--- config.mk ---
export PLATFORM = sky130hd
export DESIGN_NAME = alarm_arming_controller_top
export DESIGN_NICKNAME = d
export VERILOG_FILES = /design/src/hw/rtl/aac_pkg.sv /design/src/hw/rtl/alarm_arming_controller_top.sv /design/src/hw/rtl/aac_step.sv
export SDC_FILE = /design/constraint.sdc
export NUM_CORES = 1
export LEC_CHECK = 0
export ABC_AREA = 1
export BUFFER_PORTS_ARGS = -buffer_cell sky130_fd_sc_hd__buf_2
export CORE_UTILIZATION = 50
export DETAILED_ROUTE_END_ITERATION = 8
export PLACE_DENSITY = 0.78
export SETUP_SLACK_MARGIN = 0.3
export SKIP_LAST_GASP = 1
export SLEW_MARGIN = 40
export SYNTH_ARGS = -nofsm -noshare
export SYNTH_HDL_FRONTEND = slang
export SYNTH_HIERARCHICAL = 1
export SYNTH_SLANG_ARGS = --single-unit
--- constraint.sdc ---
create_clock -name clk -period 9.45 [get_ports clk]
set_clock_uncertainty 0.05 [all_clocks]
set_input_delay 0.4725 -clock clk [delete_from_list [all_inputs] [get_ports clk]]
set_output_delay 0.4725 -clock clk [all_outputs]
set_load 0.005 [all_outputs]
--- src/hw/rtl/aac_pkg.sv ---
// ----------------------------------------------------------------------------
// aac_pkg: shared types and codes of the alarm arming controller
// Holds the mode codes, event codes, register indexes and the structs for
// the controller state, the settings and one result item.
// ----------------------------------------------------------------------------
`default_nettype none

package aac_pkg;

  localparam int CntW = 7;

  typedef logic [CntW-1:0] cnt_t;

  // Internal controller mode, one-hot.
  typedef enum logic [3:0] {
    MODE_DISARMED = 4'b0001,
    MODE_COUNT    = 4'b0010,
    MODE_ARMED    = 4'b0100,
    MODE_INTRUDER = 4'b1000
  } mode_t;

  // Mode codes as they appear on the result channel.
  localparam logic [1:0] MODE_CODE_DISARMED = 2'd0;
  localparam logic [1:0] MODE_CODE_COUNT    = 2'd1;
  localparam logic [1:0] MODE_CODE_ARMED    = 2'd2;
  localparam logic [1:0] MODE_CODE_INTRUDER = 2'd3;

  localparam logic [1:0] ACT_TICK  = 2'd0;
  localparam logic [1:0] ACT_ENC   = 2'd1;
  localparam logic [1:0] ACT_BREAK = 2'd2;

  localparam logic [1:0] ZONE_GREEN  = 2'd0;
  localparam logic [1:0] ZONE_YELLOW = 2'd1;
  localparam logic [1:0] ZONE_RED    = 2'd2;

  localparam logic [1:0] REG_DELAY_MIN   = 2'd0;
  localparam logic [1:0] REG_DELAY_MAX   = 2'd1;
  localparam logic [1:0] REG_GREEN_FROM  = 2'd2;
  localparam logic [1:0] REG_YELLOW_FROM = 2'd3;

  localparam cnt_t DELAY_MIN_RST   = 7'd7;
  localparam cnt_t DELAY_MAX_RST   = 7'd99;
  localparam cnt_t GREEN_FROM_RST  = 7'd7;
  localparam cnt_t YELLOW_FROM_RST = 7'd4;
  localparam cnt_t DELAY_RST       = 7'd7;

  typedef struct packed {
    cnt_t delay_min;
    cnt_t delay_max;
    cnt_t green_from;
    cnt_t yellow_from;
  } aac_cfg_t;

  typedef struct packed {
    mode_t mode;
    cnt_t  delay_count;
    cnt_t  saved_delay;
    logic  armed_flag;
    logic  break_flag;
    logic  half_phase;
    logic  blink_phase;
  } aac_state_t;

  typedef struct packed {
    logic       lamp_b;
    logic       lamp_a;
    logic       alarm_on;
    logic       laser_on;
    logic [1:0] lamp_zone;
    cnt_t       count_shown;
    logic [1:0] mode;
  } aac_result_t;

endpackage

`default_nettype wire

--- src/hw/rtl/alarm_arming_controller_top.sv ---
// ----------------------------------------------------------------------------
// alarm_arming_controller_top: alarm panel arming controller
// Throughput: one item per cycle while the skid register is empty; the
// next state is formed in one pass of the step logic. An accepted item's
// result is registered in out_data_r, or, while a result is stalled, in
// the skid register, which keeps in_tready high for one more item.
// Reset: synchronous, active low; settings return to their defaults,
// the mode to disarmed and both delays to seven.
// ----------------------------------------------------------------------------
`default_nettype none

module alarm_arming_controller_top (
  input  logic        clk,
  input  logic        rst_n,
  input  logic        in_tvalid,
  output logic        in_tready,
  input  logic [7:0]  in_tdata,   // [0] arm_switch, [1] enc_dir, rest zero
  input  logic [1:0]  in_tuser,   // [1:0] action
  output logic        out_tvalid,
  input  logic        out_tready,
  output logic [15:0] out_tdata,  // [1:0] mode, [8:2] count_shown, [10:9] lamp_zone,
                                  // [11] laser_on, [12] alarm_on, [13] lamp_a,
                                  // [14] lamp_b, [15] zero
  input  logic        cfg_we,
  input  logic [1:0]  cfg_index,
  input  logic [6:0]  cfg_data
);
  import aac_pkg::*;

  aac_cfg_t    cfg_r;
  aac_state_t  state_r, state_nxt;
  aac_result_t result;
  aac_result_t out_data_r, skid_data_r;
  logic        out_valid_r, skid_valid_r;
  logic        in_accept, out_take;

  always_ff @(posedge clk) begin
    if (!rst_n) begin
      cfg_r.delay_min   <= DELAY_MIN_RST;
      cfg_r.delay_max   <= DELAY_MAX_RST;
      cfg_r.green_from  <= GREEN_FROM_RST;
      cfg_r.yellow_from <= YELLOW_FROM_RST;
    end else if (cfg_we) begin
      case (cfg_index)
        REG_DELAY_MIN:   cfg_r.delay_min   <= cfg_data;
        REG_DELAY_MAX:   cfg_r.delay_max   <= cfg_data;
        REG_GREEN_FROM:  cfg_r.green_from  <= cfg_data;
        REG_YELLOW_FROM: cfg_r.yellow_from <= cfg_data;
        default:         cfg_r             <= cfg_r;
      endcase
    end
  end

  aac_step u_step (
    .state      (state_r),
    .cfg        (cfg_r),
    .action     (in_tuser),
    .arm_switch (in_tdata[0]),
    .enc_dir    (in_tdata[1]),
    .state_nxt  (state_nxt),
    .result     (result)
  );

  assign in_tready = ~skid_valid_r;
  assign in_accept = in_tvalid & in_tready;
  assign out_take  = out_valid_r & out_tready;

  always_ff @(posedge clk) begin
    if (!rst_n) begin
      state_r.mode        <= MODE_DISARMED;
      state_r.delay_count <= DELAY_RST;
      state_r.saved_delay <= DELAY_RST;
      state_r.armed_flag  <= 1'b0;
      state_r.break_flag  <= 1'b0;
      state_r.half_phase  <= 1'b0;
      state_r.blink_phase <= 1'b0;
    end else if (in_accept) begin
      state_r <= state_nxt;
    end
  end

  always_ff @(posedge clk) begin
    if (!rst_n) begin
      out_valid_r  <= 1'b0;
      skid_valid_r <= 1'b0;
    end else if (out_take || !out_valid_r) begin
      if (skid_valid_r) begin
        out_valid_r  <= 1'b1;
        skid_valid_r <= 1'b0;
      end else begin
        out_valid_r <= in_accept;
      end
    end else if (in_accept) begin
      skid_valid_r <= 1'b1;
    end
  end

  always_ff @(posedge clk) begin
    if (out_take || !out_valid_r) begin
      out_data_r <= skid_valid_r ? skid_data_r : result;
    end else if (in_accept) begin
      skid_data_r <= result;
    end
  end

  assign out_tvalid = out_valid_r;
  assign out_tdata  = {1'b0, out_data_r};

  // The skid register only fills behind a stalled result.
  a_skid_behind_out: assert property (@(posedge clk) disable iff (!rst_n)
    skid_valid_r |-> out_valid_r)
    else $error("skid register holds an item with no result waiting");

  // A beam break is only recorded after the block has armed.
  a_break_needs_arm: assert property (@(posedge clk) disable iff (!rst_n)
    state_r.break_flag |-> state_r.armed_flag)
    else $error("break flag set without armed flag");

  // Intruder is reached only through an armed entry countdown.
  a_intruder_armed: assert property (@(posedge clk) disable iff (!rst_n)
    (state_r.mode == MODE_INTRUDER) |-> (state_r.armed_flag && state_r.break_flag))
    else $error("intruder mode without arming and beam break");

  // A stalled result must not change under the consumer.
  a_out_hold: assert property (@(posedge clk) disable iff (!rst_n)
    (out_tvalid && !out_tready) |=> (out_tvalid && $stable(out_tdata)))
    else $error("stalled result changed");

endmodule

`default_nettype wire

--- src/hw/rtl/aac_step.sv ---
// ----------------------------------------------------------------------------
// aac_step: next-state and result logic of the alarm arming controller
// Takes the current state, the settings and one event, and returns the
// state after the event together with the result item it produces.
// ----------------------------------------------------------------------------
`default_nettype none

module aac_step (
  input  aac_pkg::aac_state_t  state,
  input  aac_pkg::aac_cfg_t    cfg,
  input  logic [1:0]           action,
  input  logic                 arm_switch,
  input  logic                 enc_dir,
  output aac_pkg::aac_state_t  state_nxt,
  output aac_pkg::aac_result_t result
);
  import aac_pkg::*;

  aac_state_t  s;
  logic signed [CntW+1:0] enc_v;
  cnt_t        cnt_dec;
  logic [1:0]  mode_code;
  logic        intr;

  always_comb begin
    s       = state;
    enc_v   = '0;
    cnt_dec = '0;
    if (!arm_switch) begin
      // Leaving any active mode restores the delay saved at arming.
      if (state.mode != MODE_DISARMED) begin
        s.delay_count = state.saved_delay;
      end
      s.mode        = MODE_DISARMED;
      s.armed_flag  = 1'b0;
      s.break_flag  = 1'b0;
      s.half_phase  = 1'b0;
      s.blink_phase = 1'b0;
      if (action == ACT_ENC) begin
        enc_v = enc_dir ? $signed({2'b00, s.delay_count}) + 9'sd1
                        : $signed({2'b00, s.delay_count}) - 9'sd1;
        // The lower bound is applied last, so it wins on inverted bounds.
        if (enc_v > $signed({2'b00, cfg.delay_max})) begin
          enc_v = $signed({2'b00, cfg.delay_max});
        end
        if (enc_v < $signed({2'b00, cfg.delay_min})) begin
          enc_v = $signed({2'b00, cfg.delay_min});
        end
        s.delay_count = enc_v[CntW-1:0];
      end
    end else begin
      case (state.mode)
        MODE_DISARMED: begin
          s.saved_delay = state.delay_count;
          s.mode        = MODE_COUNT;
          s.armed_flag  = 1'b0;
          s.break_flag  = 1'b0;
          s.half_phase  = 1'b0;
        end
        MODE_COUNT: begin
          if (action == ACT_TICK) begin
            s.half_phase = ~state.half_phase;
            if (state.half_phase) begin
              cnt_dec = (state.delay_count != '0) ? state.delay_count - 7'd1 : '0;
              s.delay_count = cnt_dec;
              if (cnt_dec == '0) begin
                s.delay_count = state.saved_delay;
                if (!state.armed_flag) begin
                  s.mode       = MODE_ARMED;
                  s.armed_flag = 1'b1;
                end else begin
                  s.mode        = MODE_INTRUDER;
                  s.blink_phase = 1'b1;
                end
              end
            end
          end
        end
        MODE_ARMED: begin
          if (action == ACT_BREAK) begin
            s.break_flag = 1'b1;
            s.mode       = MODE_COUNT;
            s.half_phase = 1'b0;
          end
        end
        MODE_INTRUDER: begin
          if (action == ACT_TICK) begin
            s.blink_phase = ~state.blink_phase;
          end
        end
        default: begin
          s = state;
        end
      endcase
    end
  end

  always_comb begin
    case (s.mode)
      MODE_DISARMED: mode_code = MODE_CODE_DISARMED;
      MODE_COUNT:    mode_code = MODE_CODE_COUNT;
      MODE_ARMED:    mode_code = MODE_CODE_ARMED;
      MODE_INTRUDER: mode_code = MODE_CODE_INTRUDER;
      default:       mode_code = MODE_CODE_DISARMED;
    endcase
  end

  assign intr = (s.mode == MODE_INTRUDER);

  always_comb begin
    result             = '0;
    result.mode        = mode_code;
    result.count_shown = s.delay_count;
    if (s.mode == MODE_DISARMED || s.delay_count >= cfg.green_from) begin
      result.lamp_zone = ZONE_GREEN;
    end else if (s.delay_count >= cfg.yellow_from) begin
      result.lamp_zone = ZONE_YELLOW;
    end else begin
      result.lamp_zone = ZONE_RED;
    end
    result.laser_on = s.armed_flag;
    result.alarm_on = intr & s.blink_phase;
    result.lamp_a   = intr & s.blink_phase;
    result.lamp_b   = intr & ~s.blink_phase;
  end

  assign state_nxt = s;

endmodule

`default_nettype wire
==> results.sh <==
export IMPL_hold_viol=0
export IMPL_max_slew_margin_pct=50.5
export IMPL_power_leakage_nw=2.87
export IMPL_place_hpwl_mm=8.17
export IMPL_tightest_slew_ps=742
export IMPL_antenna_found_initial=0
export IMPL_slowest_stage="dfxtp_1"
export IMPL_die_x_um=106
export IMPL_setup_slack_ps=3020
export IMPL_yosys_warnings=6
export IMPL_n_antenna_cell=0
export IMPL_grt_max_degree=52
export IMPL_dieHeight_um=106
export IMPL_cts_hold_buffers=0
export IMPL_gr_total_overflow=0
export IMPL_syn_area_per_cell_um2=7.02
export IMPL_cts_resized=0
export IMPL_p_per_area_mw_per_mm2=170
export IMPL_viasPerCell=5.18
export IMPL_ant_nets=0
export IMPL_rsz0062_at_grt="false"
export IMPL_first_iter_violations=373
export IMPL_hold_path_class="input pin to flip-flop"
export IMPL_fin_crit_sh_pct=68.1
export IMPL_first_global_vias=4199
export IMPL_dr_pass1_iters=5
export IMPL_rows=37
export IMPL_final_common_cell="nand2_1"
export IMPL_crit_required_ps=9630
export IMPL_total_power_w=0.000963
export IMPL_clk_pin_slew_worst_paths_ps=80
export IMPL_clock_sinks=81
export IMPL_drv_slew=0
export IMPL_dieArea_mm2=0.0112
export IMPL_drt_wirelength_per_cell_um=12.5
export IMPL_clock_latency_ps=370
export IMPL_fin_cells=913
export IMPL_peakVddDrop_uv=95.4
export IMPL_num_io_pins=42
export IMPL_max_stage_delay_ps=360
export IMPL_vias=4726
export IMPL_fin_crit_ps=6430
export IMPL_syn_to_final_growth_pct=5.38
export IMPL_pre_cts_slack_ps=3080
export IMPL_status="finished, final reports clean"
export IMPL_clockBufferDepth=2
export IMPL_routed_wl_mm=11.4
export IMPL_layout_drive_gt1_share_pct=11.5
export IMPL_syn_area_mm2=0.00537
export IMPL_drc=0
export IMPL_coreArea_mm2=0.0104
export IMPL_maxCapViolCount=0
export IMPL_timing_critical_path_mode_cell="nand2_1"
export IMPL_finalNetCount=827
export IMPL_fmax_mhz=155
export IMPL_place_inst=897
export IMPL_io_buffer_count=34
export IMPL_track_usage_pct=21.9
export IMPL_gp_congestion=0.884
export IMPL_dpl_instance_area_mm2=0.00546
export IMPL_start_util_pct=51.8
export IMPL_cp_arrival_ps=6620
export IMPL_syn_inst=765
export IMPL_synth_fp_nets=820
export IMPL_postLayoutCellArea_mm2=0.00566
export IMPL_cts_root_buffer="clkbuf_8"
export IMPL_htreeDepth=3
export IMPL_final_cell_mix="nand2_1 (197), inv_1 (101), nor2_1 (89)"
export IMPL_fin_setup_tns_ps=0
export IMPL_setup_viol=0
export IMPL_endpoint_kind="flip-flop"
export IMPL_critPathKind="flip-flop to flip-flop"
export IMPL_cp_start_kind="flip-flop"
export IMPL_post_cts_buffers=0
export IMPL_numCtsBuffers=9
export IMPL_grt_pass1_wl_mm=19.4
export IMPL_critical_path_max_fanout=13
export IMPL_cts_tree="done"
## power breakdown
group / total [W] / internal [W] / switching, W
clock network: 0.000258 / 0.000123 / 0.000135
logic: 0.000299 / 0.000106 / 0.000192
registers: 0.000407 / 0.000390 / 0.0000167
total: 0.000963 / 0.000620 / 0.000344
## per-stage QoR
stage / utilization (%) / hold WS, ps
2_1_floorplan: - / 379
3_3_place_gp: 52.6 / 392
3_5_place_dp: 52.6 / 395
4_1_cts: 54.5 / 314
5_1_grt: 54.6 / 320
6_report: 54.6 / 321
## layer usage
layer / vias to the layer above / routed length, µm / global-route usage [%]
met2: 130 / 5240 / 36.2
met3: 26 / 547 / 4.89
li1: 2469 / - / -
met1: 2101 / 5370 / 28.3
met4: 0 / 278 / 7.34
met5: - / 0 / 0
## critical path: cells and delay by family (launching register included)
kind / cells / cell delay (ps)
AOI/OAI and AO/OA: 12 / 2130
xor gates and xnor gates: 1 / 190
adders and majority gates: 4 / 1070
and+or+nand+nor: 23 / 2190
buffers and inverters: 3 / 290
DFF: 1 / 360
## state kept, by name, summed over array words and instances, names as in the netlist
signal / flops
out_tvalid: 1
skid_valid_r: 1
out_tdata: 15
cfg_r: 28
skid_data_r: 15
state_r: 21
## final timing paths
check / start / endpoint / slack, ps / cells after the start
worst max-delay path: state_r[18]$_SDFFE_PN1P_ / out_tdata[10]$_DFFE_PP_ / 3020 / 43
worst min-delay path: out_tready / out_tvalid$_SDFFE_PN0P_ / 320 / 4
worst max register to register: state_r[18]$_SDFFE_PN1P_ / out_tdata[10]$_DFFE_PP_ / 3020 / 43
worst min register to register: cfg_r[20]$_SDFFE_PN1P_ / cfg_r[20]$_SDFFE_PN1P_ / 410 / 2
## area by class of cell
class | instances | area (µm²)
Fill cell | 1024 | 4710
Multi-Input combinational cell | 538 | 2790
Inverter | 108 | 408
Clock buffer | 10 | 128
Tap cell | 136 | 170
Timing Repair Buffer | 34 | 173
Sequential cell | 81 | 1920
Clock inverter | 6 | 67.6
No activity file was read; power rests on OpenSTA's default activity.
